[src/rtl/core/spo_pkg.sv]
`timescale 1ns / 1ps
// spo_pkg: beat types, command/status structs and codes for the serpentine
// probe point sequencer. No dependencies.
package spo_pkg;

  localparam int MAX_GRID_DEF = 64;

  localparam int IDX_OUT_W  = 6;
  localparam int CFG_IDX_W  = 3;
  localparam int CFG_DATA_W = 24;

  localparam logic [CFG_IDX_W-1:0] CFG_GRID_COLUMNS = 3'd0;
  localparam logic [CFG_IDX_W-1:0] CFG_GRID_ROWS    = 3'd1;
  localparam logic [CFG_IDX_W-1:0] CFG_ORIGIN_X     = 3'd2;
  localparam logic [CFG_IDX_W-1:0] CFG_ORIGIN_Y     = 3'd3;
  localparam logic [CFG_IDX_W-1:0] CFG_STEP_X       = 3'd4;
  localparam logic [CFG_IDX_W-1:0] CFG_STEP_Y       = 3'd5;

  localparam logic [6:0]  GRID_RST = 7'd2;
  localparam logic [22:0] STEP_RST = 23'd1000;

  localparam logic KIND_START = 1'b0;
  localparam logic KIND_NEXT  = 1'b1;

  // walk phases
  localparam logic [1:0] PH_LINE   = 2'd0;
  localparam logic [1:0] PH_AFTER  = 2'd1;
  localparam logic [1:0] PH_BEFORE = 2'd2;
  localparam logic [1:0] PH_REST   = 2'd3;

  typedef struct packed {
    logic               kind;
    logic signed [23:0] cur_x;
    logic signed [23:0] cur_y;
    logic               scan_by_columns;
  } spo_in_t;

  typedef struct packed {
    logic                 point_valid;
    logic [IDX_OUT_W-1:0] col_index;
    logic [IDX_OUT_W-1:0] row_index;
    logic signed [31:0]   point_x;
    logic signed [31:0]   point_y;
    logic                 last_point;
  } spo_out_t;

  typedef struct packed {
    logic start;
    logic seed;
    logic mul;
    logic emit;
    logic zero;
  } spo_cmd_t;

  typedef struct packed {
    logic active;
    logic div_done;
    logic out_free;
  } spo_sts_t;

endpackage

[src/rtl/core/spo_div.sv]
`timescale 1ns / 1ps
// spo_div: nearest grid vertex index, rounding half away from zero, one
// quotient bit per cycle, clamped to the last vertex. Depends on spo_pkg.
module spo_div
  import spo_pkg::*;
#(
  parameter int MAX_GRID = MAX_GRID_DEF
) (
  input  logic                        clk,
  input  logic                        rst_n,
  input  logic                        start,
  input  logic signed [23:0]          cur,
  input  logic signed [23:0]          org,
  input  logic [22:0]                 step,
  input  logic [$clog2(MAX_GRID)-1:0] nmax,
  output logic                        done,
  output logic [$clog2(MAX_GRID)-1:0] q
);

  localparam int IDX_W = $clog2(MAX_GRID);
  localparam int QW    = IDX_W + 1;
  localparam int RW    = 26 + IDX_W;
  localparam int CW    = $clog2(QW + 1);

  logic signed [24:0] diff;
  logic [RW-1:0]      numer;
  logic [RW-1:0]      rem_r, rem_nxt;
  logic [RW-1:0]      dsh_r, dsh_nxt;
  logic [QW-1:0]      quo_r, quo_nxt;
  logic [CW-1:0]      cnt_r, cnt_nxt;
  logic               ge;

  always_comb begin
    diff  = {cur[23], cur} - {org[23], org};
    numer = '0;
    if (!diff[24] && diff != '0) begin
      numer = RW'({diff[23:0], 1'b0}) + RW'(step);
    end
    ge      = rem_r >= dsh_r;
    rem_nxt = ge ? rem_r - dsh_r : rem_r;
    dsh_nxt = dsh_r >> 1;
    quo_nxt = {quo_r[QW-2:0], ge};
    cnt_nxt = cnt_r - CW'(1);
  end

  always_ff @(posedge clk) begin
    if (!rst_n) begin
      cnt_r <= '0;
    end else if (start) begin
      cnt_r <= CW'(QW);
    end else if (cnt_r != '0) begin
      cnt_r <= cnt_nxt;
    end
  end

  always_ff @(posedge clk) begin
    if (start) begin
      rem_r <= numer;
      dsh_r <= RW'({step, 1'b0}) << IDX_W;
      quo_r <= '0;
    end else if (cnt_r != '0) begin
      rem_r <= rem_nxt;
      dsh_r <= dsh_nxt;
      quo_r <= quo_nxt;
    end
  end

  assign done = cnt_r == '0;
  assign q    = (quo_r > QW'(nmax)) ? nmax : IDX_W'(quo_r);

endmodule

[src/rtl/core/spo_walk.sv]
`timescale 1ns / 1ps
// spo_walk: next step of the serpentine walk, in line-relative terms
// (a along the line, b across lines). Depends on spo_pkg.
module spo_walk
  import spo_pkg::*;
#(
  parameter int MAX_GRID = MAX_GRID_DEF
) (
  input  logic [$clog2(MAX_GRID)-1:0]   a,
  input  logic [$clog2(MAX_GRID)-1:0]   b,
  input  logic [$clog2(MAX_GRID)-1:0]   sa,
  input  logic [$clog2(MAX_GRID)-1:0]   sb,
  input  logic [$clog2(MAX_GRID+1)-1:0] w,
  input  logic [$clog2(MAX_GRID+1)-1:0] h,
  input  logic [1:0]                    phase,
  input  logic                          fwd,
  output logic [$clog2(MAX_GRID)-1:0]   a_nxt,
  output logic [$clog2(MAX_GRID)-1:0]   b_nxt,
  output logic [1:0]                    phase_nxt,
  output logic                          fwd_nxt,
  output logic                          more
);

  localparam int IDX_W = $clog2(MAX_GRID);
  localparam int CNT_W = $clog2(MAX_GRID + 1);
  localparam int EW    = CNT_W + 1;

  logic [IDX_W-1:0] line_end;
  logic             a_fwd_ok, a_back_ok, rest_fwd_ok;
  logic             go_after, go_before, go_rest;

  always_comb begin
    line_end    = IDX_W'(w - CNT_W'(1));
    a_fwd_ok    = (EW'(a) + EW'(1)) < EW'(w);
    a_back_ok   = a != '0;
    rest_fwd_ok = (EW'(a) + EW'(1)) < EW'(sa);

    a_nxt     = a;
    b_nxt     = b;
    phase_nxt = phase;
    fwd_nxt   = fwd;
    more      = 1'b1;
    go_after  = 1'b0;
    go_before = 1'b0;
    go_rest   = 1'b0;

    case (phase)
      PH_LINE: begin
        if (a_fwd_ok) begin
          a_nxt = a + IDX_W'(1);
        end else begin
          fwd_nxt  = 1'b0;
          go_after = 1'b1;
        end
      end
      PH_AFTER: begin
        if (fwd && a_fwd_ok) begin
          a_nxt = a + IDX_W'(1);
        end else if (!fwd && a_back_ok) begin
          a_nxt = a - IDX_W'(1);
        end else begin
          fwd_nxt = ~fwd;
          if ((EW'(b) + EW'(1)) < EW'(h)) begin
            b_nxt = b + IDX_W'(1);
            a_nxt = fwd_nxt ? '0 : line_end;
          end else begin
            go_before = 1'b1;
          end
        end
      end
      PH_BEFORE: begin
        if (fwd && a_fwd_ok) begin
          a_nxt = a + IDX_W'(1);
        end else if (!fwd && a_back_ok) begin
          a_nxt = a - IDX_W'(1);
        end else begin
          fwd_nxt = ~fwd;
          if (b != '0) begin
            b_nxt = b - IDX_W'(1);
            a_nxt = fwd_nxt ? '0 : line_end;
          end else begin
            go_rest = 1'b1;
          end
        end
      end
      default: begin
        if (fwd && rest_fwd_ok) begin
          a_nxt = a + IDX_W'(1);
        end else if (!fwd && a_back_ok) begin
          a_nxt = a - IDX_W'(1);
        end else begin
          more = 1'b0;
        end
      end
    endcase

    if (go_after) begin
      if ((EW'(sb) + EW'(1)) >= EW'(h)) begin
        go_before = 1'b1;
      end else begin
        phase_nxt = PH_AFTER;
        b_nxt     = sb + IDX_W'(1);
        a_nxt     = fwd_nxt ? '0 : line_end;
      end
    end
    if (go_before) begin
      if (sb == '0) begin
        go_rest = 1'b1;
      end else begin
        phase_nxt = PH_BEFORE;
        b_nxt     = sb - IDX_W'(1);
        a_nxt     = fwd_nxt ? '0 : line_end;
      end
    end
    if (go_rest) begin
      if (sa == '0) begin
        more = 1'b0;
      end else begin
        phase_nxt = PH_REST;
        b_nxt     = sb;
        a_nxt     = fwd_nxt ? '0 : sa - IDX_W'(1);
      end
    end
  end

endmodule

[src/rtl/core/spo_dp.sv]
`timescale 1ns / 1ps
// spo_dp: configuration registers, scan state, rounding dividers, position
// multiply/saturate and the output register. Depends on spo_pkg, spo_div, spo_walk.
module spo_dp
  import spo_pkg::*;
#(
  parameter int MAX_GRID = MAX_GRID_DEF
) (
  input  logic                  clk,
  input  logic                  rst_n,
  input  logic                  cfg_we,
  input  logic [CFG_IDX_W-1:0]  cfg_index,
  input  logic [CFG_DATA_W-1:0] cfg_data,
  input  spo_in_t               in_data,
  input  spo_cmd_t              cmd,
  output spo_sts_t              sts,
  output logic                  out_valid,
  input  logic                  out_stall,
  output spo_out_t              out_data
);

  localparam int IDX_W = $clog2(MAX_GRID);
  localparam int CNT_W = $clog2(MAX_GRID + 1);
  localparam int PW    = 23 + IDX_W;
  localparam int SW    = 34;

  logic [6:0]         grid_cols_r, grid_rows_r;
  logic signed [23:0] org_x_r, org_y_r;
  logic [22:0]        step_x_r, step_y_r;

  logic [CNT_W-1:0] nc, nr;
  logic [22:0]      sx, sy;

  logic             active_r, cols_mode_r, fwd_r, out_valid_r;
  logic [1:0]       phase_r;
  logic [IDX_W-1:0] start_col_r, start_row_r, walk_col_r, walk_row_r;
  logic [PW-1:0]    prod_x_r, prod_y_r;
  spo_out_t         out_r, out_nxt;

  logic             x_done, y_done;
  logic [IDX_W-1:0] qx, qy;

  logic [IDX_W-1:0] wa, wb, wsa, wsb, wa_nxt, wb_nxt;
  logic [CNT_W-1:0] ww, wh;
  logic [1:0]       phase_nxt;
  logic             fwd_nxt, more, out_free;

  logic signed [SW-1:0] sum_x, sum_y;

  function automatic logic [CNT_W-1:0] grid_count(input logic [6:0] r);
    logic [CNT_W-1:0] n;
    if (r == '0) begin
      n = CNT_W'(1);
    end else if (32'(r) > MAX_GRID) begin
      n = CNT_W'(MAX_GRID);
    end else begin
      n = CNT_W'(r);
    end
    return n;
  endfunction

  function automatic logic signed [31:0] sat32(input logic signed [SW-1:0] v);
    logic signed [31:0] s;
    if (!v[SW-1] && v[SW-2:31] != '0) begin
      s = 32'sh7FFF_FFFF;
    end else if (v[SW-1] && v[SW-2:31] != '1) begin
      s = 32'sh8000_0000;
    end else begin
      s = v[31:0];
    end
    return s;
  endfunction

  assign nc = grid_count(grid_cols_r);
  assign nr = grid_count(grid_rows_r);
  assign sx = (step_x_r == '0) ? 23'd1 : step_x_r;
  assign sy = (step_y_r == '0) ? 23'd1 : step_y_r;

  spo_div #(.MAX_GRID(MAX_GRID)) u_div_x (
    .clk   (clk),
    .rst_n (rst_n),
    .start (cmd.start),
    .cur   (in_data.cur_x),
    .org   (org_x_r),
    .step  (sx),
    .nmax  (IDX_W'(nc - CNT_W'(1))),
    .done  (x_done),
    .q     (qx)
  );

  spo_div #(.MAX_GRID(MAX_GRID)) u_div_y (
    .clk   (clk),
    .rst_n (rst_n),
    .start (cmd.start),
    .cur   (in_data.cur_y),
    .org   (org_y_r),
    .step  (sy),
    .nmax  (IDX_W'(nr - CNT_W'(1))),
    .done  (y_done),
    .q     (qy)
  );

  // line-relative view: rows mode walks along x, columns mode along y
  assign wa  = cols_mode_r ? walk_row_r : walk_col_r;
  assign wb  = cols_mode_r ? walk_col_r : walk_row_r;
  assign wsa = cols_mode_r ? start_row_r : start_col_r;
  assign wsb = cols_mode_r ? start_col_r : start_row_r;
  assign ww  = cols_mode_r ? nr : nc;
  assign wh  = cols_mode_r ? nc : nr;

  spo_walk #(.MAX_GRID(MAX_GRID)) u_walk (
    .a         (wa),
    .b         (wb),
    .sa        (wsa),
    .sb        (wsb),
    .w         (ww),
    .h         (wh),
    .phase     (phase_r),
    .fwd       (fwd_r),
    .a_nxt     (wa_nxt),
    .b_nxt     (wb_nxt),
    .phase_nxt (phase_nxt),
    .fwd_nxt   (fwd_nxt),
    .more      (more)
  );

  always_comb begin
    sum_x = SW'(org_x_r) + SW'(prod_x_r);
    sum_y = SW'(org_y_r) + SW'(prod_y_r);
    out_nxt = '0;
    if (!cmd.zero) begin
      out_nxt.point_valid = 1'b1;
      out_nxt.col_index   = IDX_OUT_W'(walk_col_r);
      out_nxt.row_index   = IDX_OUT_W'(walk_row_r);
      out_nxt.point_x     = sat32(sum_x);
      out_nxt.point_y     = sat32(sum_y);
      out_nxt.last_point  = ~more;
    end
  end

  assign out_free = !out_valid_r || !out_stall;

  always_ff @(posedge clk) begin
    if (!rst_n) begin
      grid_cols_r <= GRID_RST;
      grid_rows_r <= GRID_RST;
      org_x_r     <= '0;
      org_y_r     <= '0;
      step_x_r    <= STEP_RST;
      step_y_r    <= STEP_RST;
    end else if (cfg_we) begin
      unique case (cfg_index)
        CFG_GRID_COLUMNS: grid_cols_r <= cfg_data[6:0];
        CFG_GRID_ROWS:    grid_rows_r <= cfg_data[6:0];
        CFG_ORIGIN_X:     org_x_r     <= cfg_data;
        CFG_ORIGIN_Y:     org_y_r     <= cfg_data;
        CFG_STEP_X:       step_x_r    <= cfg_data[22:0];
        CFG_STEP_Y:       step_y_r    <= cfg_data[22:0];
        default: ;
      endcase
    end
  end

  always_ff @(posedge clk) begin
    if (!rst_n) begin
      active_r    <= 1'b0;
      cols_mode_r <= 1'b0;
      start_col_r <= '0;
      start_row_r <= '0;
      walk_col_r  <= '0;
      walk_row_r  <= '0;
      phase_r     <= PH_LINE;
      fwd_r       <= 1'b0;
      out_valid_r <= 1'b0;
    end else begin
      if (cmd.start) begin
        cols_mode_r <= in_data.scan_by_columns;
      end
      if (cmd.seed) begin
        start_col_r <= qx;
        start_row_r <= qy;
        walk_col_r  <= qx;
        walk_row_r  <= qy;
        phase_r     <= PH_LINE;
        fwd_r       <= 1'b1;
        active_r    <= 1'b1;
      end
      if (cmd.emit && !cmd.zero) begin
        phase_r <= phase_nxt;
        fwd_r   <= fwd_nxt;
        if (cols_mode_r) begin
          walk_row_r <= wa_nxt;
          walk_col_r <= wb_nxt;
        end else begin
          walk_col_r <= wa_nxt;
          walk_row_r <= wb_nxt;
        end
        if (!more) begin
          active_r <= 1'b0;
        end
      end
      out_valid_r <= cmd.emit | (out_valid_r & out_stall);
    end
  end

  always_ff @(posedge clk) begin
    if (cmd.mul) begin
      prod_x_r <= PW'(walk_col_r) * PW'(sx);
      prod_y_r <= PW'(walk_row_r) * PW'(sy);
    end
    if (cmd.emit) begin
      out_r <= out_nxt;
    end
  end

  assign sts.active   = active_r;
  assign sts.div_done = x_done & y_done;
  assign sts.out_free = out_free;
  assign out_valid    = out_valid_r;
  assign out_data     = out_r;

endmodule

[src/rtl/core/spo_ctrl.sv]
`timescale 1ns / 1ps
// spo_ctrl: sequencing state machine for the probe point sequencer.
// Depends on spo_pkg.
module spo_ctrl
  import spo_pkg::*;
(
  input  logic     clk,
  input  logic     rst_n,
  input  logic     in_valid,
  input  logic     in_kind,
  output logic     in_stall,
  input  spo_sts_t sts,
  output spo_cmd_t cmd
);

  localparam logic [1:0] S_IDLE = 2'd0;
  localparam logic [1:0] S_DIV  = 2'd1;
  localparam logic [1:0] S_MUL  = 2'd2;
  localparam logic [1:0] S_EMIT = 2'd3;

  logic [1:0] state_r, state_nxt;
  logic       zero_r, zero_nxt;

  always_comb begin
    state_nxt = state_r;
    zero_nxt  = zero_r;
    cmd       = '0;
    unique case (state_r)
      S_IDLE: begin
        if (in_valid) begin
          if (in_kind == KIND_START) begin
            cmd.start = 1'b1;
            zero_nxt  = 1'b0;
            state_nxt = S_DIV;
          end else if (sts.active) begin
            zero_nxt  = 1'b0;
            state_nxt = S_MUL;
          end else begin
            // request with no scan running: all-zero beat
            zero_nxt  = 1'b1;
            state_nxt = S_EMIT;
          end
        end
      end
      S_DIV: begin
        if (sts.div_done) begin
          cmd.seed  = 1'b1;
          state_nxt = S_MUL;
        end
      end
      S_MUL: begin
        cmd.mul   = 1'b1;
        state_nxt = S_EMIT;
      end
      S_EMIT: begin
        if (sts.out_free) begin
          cmd.emit  = 1'b1;
          state_nxt = S_IDLE;
        end
      end
      default: state_nxt = S_IDLE;
    endcase
    cmd.zero = zero_r;
  end

  always_ff @(posedge clk) begin
    if (!rst_n) begin
      state_r <= S_IDLE;
      zero_r  <= 1'b0;
    end else begin
      state_r <= state_nxt;
      zero_r  <= zero_nxt;
    end
  end

  assign in_stall = state_r != S_IDLE;

endmodule

[src/rtl/core/serpentine_probe_point_order.sv]
`timescale 1ns / 1ps
// Serpentine probe point sequencer, top level. Depends on spo_pkg, spo_ctrl, spo_dp.
// Start beat: the bit-per-cycle rounding dividers find the nearest vertex, then the
//   index multiply and the saturating add form the point; a next-point beat takes
//   only the index multiply, then saturating add. The next beat is taken the cycle after
//   a result is loaded; the output register frees the input from a stalled output.
// Reset (synchronous, rst_n low): no scan active, configuration registers to their defaults.
module serpentine_probe_point_order
  import spo_pkg::*;
#(
  parameter int MAX_GRID = MAX_GRID_DEF
) (
  input  logic                  clk,
  input  logic                  rst_n,
  input  logic                  cfg_we,
  input  logic [CFG_IDX_W-1:0]  cfg_index,
  input  logic [CFG_DATA_W-1:0] cfg_data,
  input  logic                  in_valid,
  output logic                  in_stall,
  input  spo_in_t               in_data,
  output logic                  out_valid,
  input  logic                  out_stall,
  output spo_out_t              out_data
);

  spo_cmd_t cmd;
  spo_sts_t sts;

  spo_ctrl u_ctrl (
    .clk      (clk),
    .rst_n    (rst_n),
    .in_valid (in_valid),
    .in_kind  (in_data.kind),
    .in_stall (in_stall),
    .sts      (sts),
    .cmd      (cmd)
  );

  spo_dp #(.MAX_GRID(MAX_GRID)) u_dp (
    .clk       (clk),
    .rst_n     (rst_n),
    .cfg_we    (cfg_we),
    .cfg_index (cfg_index),
    .cfg_data  (cfg_data),
    .in_data   (in_data),
    .cmd       (cmd),
    .sts       (sts),
    .out_valid (out_valid),
    .out_stall (out_stall),
    .out_data  (out_data)
  );

endmodule

[config.mk]
export PLATFORM = sky130hd
export DESIGN_NAME = serpentine_probe_point_order
export DESIGN_NICKNAME = d
export VERILOG_FILES = /design/src/rtl/core/spo_pkg.sv /design/src/rtl/core/spo_div.sv /design/src/rtl/core/spo_walk.sv /design/src/rtl/core/spo_dp.sv /design/src/rtl/core/spo_ctrl.sv /design/src/rtl/core/serpentine_probe_point_order.sv
export SDC_FILE = /design/constraint.sdc
export NUM_CORES = 2
export LEC_CHECK = 0
export ABC_CLOCK_PERIOD_IN_PS = 14700
export BUFFER_PORTS_ARGS = -buffer_cell sky130_fd_sc_hd__buf_2
export CORE_ASPECT_RATIO = 1.2
export CORE_MARGIN = 5
export CORE_UTILIZATION = 56
export DETAILED_ROUTE_END_ITERATION = 8
export HOLD_SLACK_MARGIN = 0.02
export PLACE_DENSITY = 0.78
export SETUP_SLACK_MARGIN = 0.4
export SYNTH_ARGS = -nofsm -noshare
export SYNTH_HDL_FRONTEND = slang
export SYNTH_SLANG_ARGS = --single-unit
export TNS_END_PERCENT = 1
[constraint.sdc]
create_clock -name clk -period 14.7 [get_ports clk]
set_input_delay 2.94 -clock clk [delete_from_list [all_inputs] [get_ports clk]]
set_output_delay 2.94 -clock clk [all_outputs]
set_load 0.005 [all_outputs]
==> Word level (Yosys, flattened, before mapping) <==
Cells that the tools add are included.
{ "word_totals": {"word_cells": 275, "out_inout_bits": 80, "ff_bits": 421, "in_bits": 82} }
{ "classes": {"add_sub_neg": 23, "n_eq_ne": 15, "n_reduce_logical": 58, "bitwise": 5, "mul": 2, "magnitude_cmp": 10, "mux": 125} }
{ "op_table": {"columns": ["cell", "count"], "rows": [
  ["$mux W32", 10],
  ["$mux W6", 42],
  ["$mux W30", 4],
  ["$mux W78", 1],
  ["$ge A32 B30 Y1", 2],
  ["$sub A32 B30 Y32", 2],
  ["$add A24 B30 Y31", 2],
  ["$mul A6 B23 Y29", 2],
  ["$add A25 B23 Y26", 2],
  ["$mux W26", 2],
  ["$reduce_bool A25 Y1", 2],
  ["$sub A24 B24 Y25", 2],
  ["$logic_not A23 Y1", 2],
  ["$mux W23", 2],
  ["$mux W7", 6],
  ["$sub A6 B1 Y6 const B", 7],
  ["$mux W1", 38],
  ["$mux W2", 12],
  ["$add A6 B1 Y7 const B", 3],
  ["$add A6 B1 Y6 const B", 3],
  ["$pmux W6 S3", 1],
  ["$reduce_and A2 Y1", 9],
  ["$reduce_bool A2 Y1", 8],
  ["$gt A7 B6 Y1", 2],
  ["31 further kinds", 72]
]} }

==> Logic depth before layout (Yosys ltp) <==
{ "logic_depth": {"ltp_word": 18, "mapped_depth": 24} }

==> Hierarchy <==
Synthesis repeated with hierarchy kept, for this count alone.
{ "hier_totals": {"cells_unflattened": 4637, "area_unflattened_um2": 39942.1} }
{ "by_module_without_submodules": {"columns": ["mod", "area_each_um2", "instances", "seq_area_each_um2", "cells_each"], "rows": [
  ["spo_dp", 22077.4, 1, 6786.5, 2431],
  ["spo_div", 7337.0, 2, 1991.9, 873],
  ["spo_walk", 2932.8, 1, 0.0, 429],
  ["spo_ctrl", 257.7, 1, 60.1, 31]
]} }

==> Worst setup path after synthesis <==
OpenSTA, ideal clock, no wires.
{ "synth_path": {"path_kind": "input to register", "start": "input in_data[1] (netlist name)", "end": "register u_dp.u_div_y.rem_r[24] (data pin)", "path_slack_ns": 7.657, "n_path_buf": 0, "arrival_ns": 6.787, "required_ns": 14.444, "stages": 22, "setup_ns": 0.256, "path_cell_list": "inv_1 > ha_1 > inv_1 > fa_1 > a21o_1 > a21oi_1 > o21ai_0 > nand3_1 > mux2i_1 > or2_2 > ha_1 > inv_1 > a2111oi_0 > o31ai_1 > o221a_2 > a21oi_1 > a221oi_1 > o21a_1 > o21ai_0 > o311ai_0 > xnor2_1 > a22o_1"} }
{ "synth_between": {"elab_chain_cells": 5, "elab_cells_between_ends": 7, "classes_between": "add/sub (2); mux (2); reduce/logical (3)"} }
{ "synth_lines": {"columns": ["item", "line", "rtl"], "rows": [
  ["from (decl)", "serpentine_probe_point_order.sv:20", "input spo_in_t in_data,"],
  ["$sub A24 B24 Y25 *", "spo_div.sv:34", "diff = {cur[23], cur} - {org[23], org};"],
  ["parallel branches: the longest is 2 deep, another holds $add A25 B23 Y26", null, null],
  ["$mux W26 *", "spo_div.sv:36", "if (!diff[24] && diff != '0) begin"],
  ["$mux W32 *", "spo_div.sv:57", "if (start) begin"],
  ["to (signal assigned)", "spo_div.sv:58", "rem_r <= numer;"],
  ["to (signal assigned)", "spo_div.sv:62", "rem_r <= rem_nxt;"],
  ["to (decl)", "spo_div.sv:27", "logic [RW-1:0] rem_r, rem_nxt;"]
]} }
Mark *: on every way between the ends.
A chain may end at the register's enable or synchronous reset.

==> Worst setup path in the final report <==
Ends and elaborated chain as after synthesis.

==> flow_summary.ini <==
[outcome]
status = complete, no violations

[global_route]
globalRoute.totalOverflow = 0
antenna_found_initial = 9
track_usage_pct = 29.6
grt_pass1_vias = 32400
grt_pass1_wl_mm = 179
grt_max_degree = 117

[clocking]
cts.clk_slew.worst_paths_ns = 0.06
clkLatencyLatePin_ns = 0.61
clkSinkCount = 419
htreeDepth = 2
root_buffer = clkbuf_16
cts_buffer_depth = 3
cts_tree = done
cts_buffers = 48
cts_setup_buffers = 0
cts-resized-gates = 0
cts.hold.buffers_added = 0

[yosys]
async_reset_ff_share_pct = 0
synth_most_common_cell = nand2_1
synthFlopType = edfxtp_1
yosys.cell_types.count = 104
syn_nets = 5124
ys_seq_area_share_pct = 27.8
synth_edf_count = 244
synth_compound_area_share_pct = 19.7
synth.top_cell.area_share_pct = 18.8
avgSynthCellArea_um2 = 8.62
synth_commonest_cells = 520 x nand2_1, 429 x inv_1, 340 x ha_1
synth-adder-area-share_pct = 20.1
ys_ff_latch = 419
synth_cells = 4524
synth_top_family_by_area = adder cells
synthSimpleGateAreaFrac_pct = 18.8
ys_top_cells_by_area = edfxtp_1 19%, ha_1 11%, fa_1 9.1%
ys_warn_count = 0
yosysTopAreaCell = edfxtp_1
syn_area_mm2 = 0.0390
synth-xor-area-share_pct = 5.52
muxShareOfSynthArea_pct = 1.42

[timing]
final-setup-viol-count = 0
whs_ns = 0.458
setup_slack_ns = 7.59
setup_tns_ns = 0
relSlewSlack_pct = 13.3
period_needed_ns = 7.11
final_max_slew_viol_count = 0
timing.fmax_mhz = 141
rsz0062_at_grt = no
report.final.hold_viol_count = 0
clock_skew_ns = 0.0320
tightest_slew_ns = 1.30
period_share_pct = 48.3

[drt]
wl_met2_mm = 55.2
dr_total_vias = 33400
vias_per_cell = 6.09
top_layer_used = met5
wl_mm = 116
wl_per_cell_um = 21.1
drc = 0
drt_first_pass_iters = 6
drt_iter0_drc = 2770
met3_length_mm = 9.65
drt-met1-wl_mm = 44.8
postRouteAntennaNets = 0

[floorplanning]
fp-row-count = 106
start_util_pct = 56.2
dieArea_mm2 = 0.0750
dieHeight_um = 299
die_w_um = 251
core_area_mm2 = 0.0694
io_pins = 162

[setup_path]
path_max_fanout = 4
rr_endpoint = u_dp.walk_row_r[3]
ff2ff_setup_slack_ns = 8.07
endpoint = u_dp.u_div_y.rem_r[24]
ff2ff_path_depth = 19
r2r-start = u_dp.cols_mode_r
required_ns = 15.03
startpoint = in_data[1]
path_class = in2reg
startpoint_type = input port
worstPathArrival_ns = 7.44
cp-end-kind = flop

[pwr]
p_leak_uw = 0.0181
p_per_area_mw_per_mm2 = 162
vdd_ir_drop_max_uv = 102

[layout]
fill_cells = 6158
regArea_mm2 = 0.0108
drive_gt1_share_pct = 7.97
syn_to_final_growth_pct = 7.59
multi_input_area_mm2 = 0.0256
final_nets = 5127
stdcell_count = 5487

[place]
dpl.cell_count = 5395
dp_hpwl_mm = 87.0
dp_slack_ns = 7.06
gp_congestion = 0.989
port_buffers = 161

[worst_hold_path]
worstHoldPathType = reg2reg
min-delay-start = u_dp.u_div_x.dsh_r[0]

[flow_run]
drv_cap = 0
## critical path, cell delays in order
cell and delay [ns]:
buf_2 0.09, inv_1 0.04, ha_1 0.15, inv_1 0.06
fa_1 0.40, a21o_1 0.17, a21oi_1 0.25, o21ai_0 0.23
nand3_1 0.17, mux2i_1 0.10, or2_2 0.30, ha_1 0.36
inv_1 0.08, a2111oi_0 0.36, o31ai_1 0.13, o221a_2 0.15
a21oi_1 0.23, a221oi_1 0.15, o21a_1 0.25, o21ai_0 0.27
o311ai_0 0.19, xnor2_1 0.16, a22o_1 0.19
## logic make-up (layout without fill, tap and decap cells)
group / Yosys count / in the layout
buffers and inverters: 681 / 722
AND/OR/NAND/NOR: 1490 / 1490
adder cells (fa/ha/maj): 519 / 519
other: 0 / 4
XOR/XNOR: 244 / 244
multiplexers: 53 / 53
flip-flops: 419 / 419
AO/OA/AOI/OAI: 1118 / 1118
## worst min path at each step
| stage | to | slack, ns | cells after the start |
|---|---|---|---|
| after floorplan | u_dp.u_div_x.dsh_r[0] | 0.44 | 2 |
| after global placement | u_dp.u_div_x.dsh_r[0] | 0.45 | 2 |
| after detailed placement | u_dp.u_div_x.dsh_r[0] | 0.46 | 2 |
| after CTS | u_dp.u_div_x.dsh_r[0] | 0.46 | 2 |
| after global routing | u_dp.u_div_x.dsh_r[0] | 0.48 | 2 |
| final | u_dp.u_div_x.dsh_r[0] | 0.46 | 2 |
## cell usage in the layout, fill, tap and decap left out, types with 42 or more instances in the layout
| cell type | count |
|---|---|
| nand2_1 | 520 |
| inv_1 | 429 |
| ha_1 | 339 |
| and2_1 | 271 |
| a21oi_1 | 255 |
| edfxtp_1 | 244 |
| nor2_1 | 225 |
| fa_1 | 178 |
| dfxtp_1 | 173 |
| o21ai_0 | 163 |
| xnor2_1 | 161 |
| buf_2 | 160 |
| a21boi_0 | 115 |
| a21o_1 | 100 |
| nand3_1 | 88 |
| nor3_1 | 84 |
| xor2_1 | 82 |
| o31ai_1 | 62 |
| nor2b_1 | 60 |
| o21a_1 | 54 |
| clkbuf_16 | 54 |
| nand2b_1 | 44 |
| buf_4 | 43 |
| a211oi_1 | 42 |
## through the flow
stage          total power [uW]  cell area [um2]  util, %
6_report                   6810            42000     60.5
5_1_grt                    7270            41900     60.5
4_1_cts                    6790            41900     60.5
3_5_place_dp               5500            40300     58.1
3_3_place_gp               5430            40300     58.1
2_1_floorplan              4630            39000        -
## sequential cells by signal, indices dropped and copies added (netlist names), 23 cells and up
name,flops
u_dp.prod_y_r,29
u_dp.step_y_r,23
u_dp.u_div_y.dsh_r,30
u_dp.prod_x_r,29
u_dp.out_data,76
u_dp.org_y_r,24
u_dp.org_x_r,24
u_dp.u_div_x.dsh_r,30
u_dp.u_div_y.rem_r,32
u_dp.u_div_x.rem_r,32
u_dp.step_x_r,23
## layout make-up
| class | instances | share of cell area, % |
|---|---|---|
| multi-input cells | 3424 | 61.0 |
| flip-flops and latches | 419 | 25.8 |
| inverters | 431 | 3.86 |
| clock buffers | 73 | 3.58 |
| well taps | 918 | 2.74 |
| repair buffers | 203 | 2.68 |
| clock inverters | 15 | 0.319 |
| diodes | 4 | 0.0239 |
## power by group
| group | switching [uW] | internal [uW] | leakage (uW) |
|---|---|---|---|
| registers | 168 | 1770 | 0.00381 |
| clock network | 523 | 741 | 0.000813 |
| logic | 2180 | 1430 | 0.0134 |
## per-layer routing
metal / global-route usage [%] / vias up
met5: 0 / -
met4: 13.2 / 4
met3: 5.18 / 293
met2: 50.6 / 1224
met1: 36.9 / 16100
li1: - / 15800
Note: power is estimated with default switching activity, not from simulation.
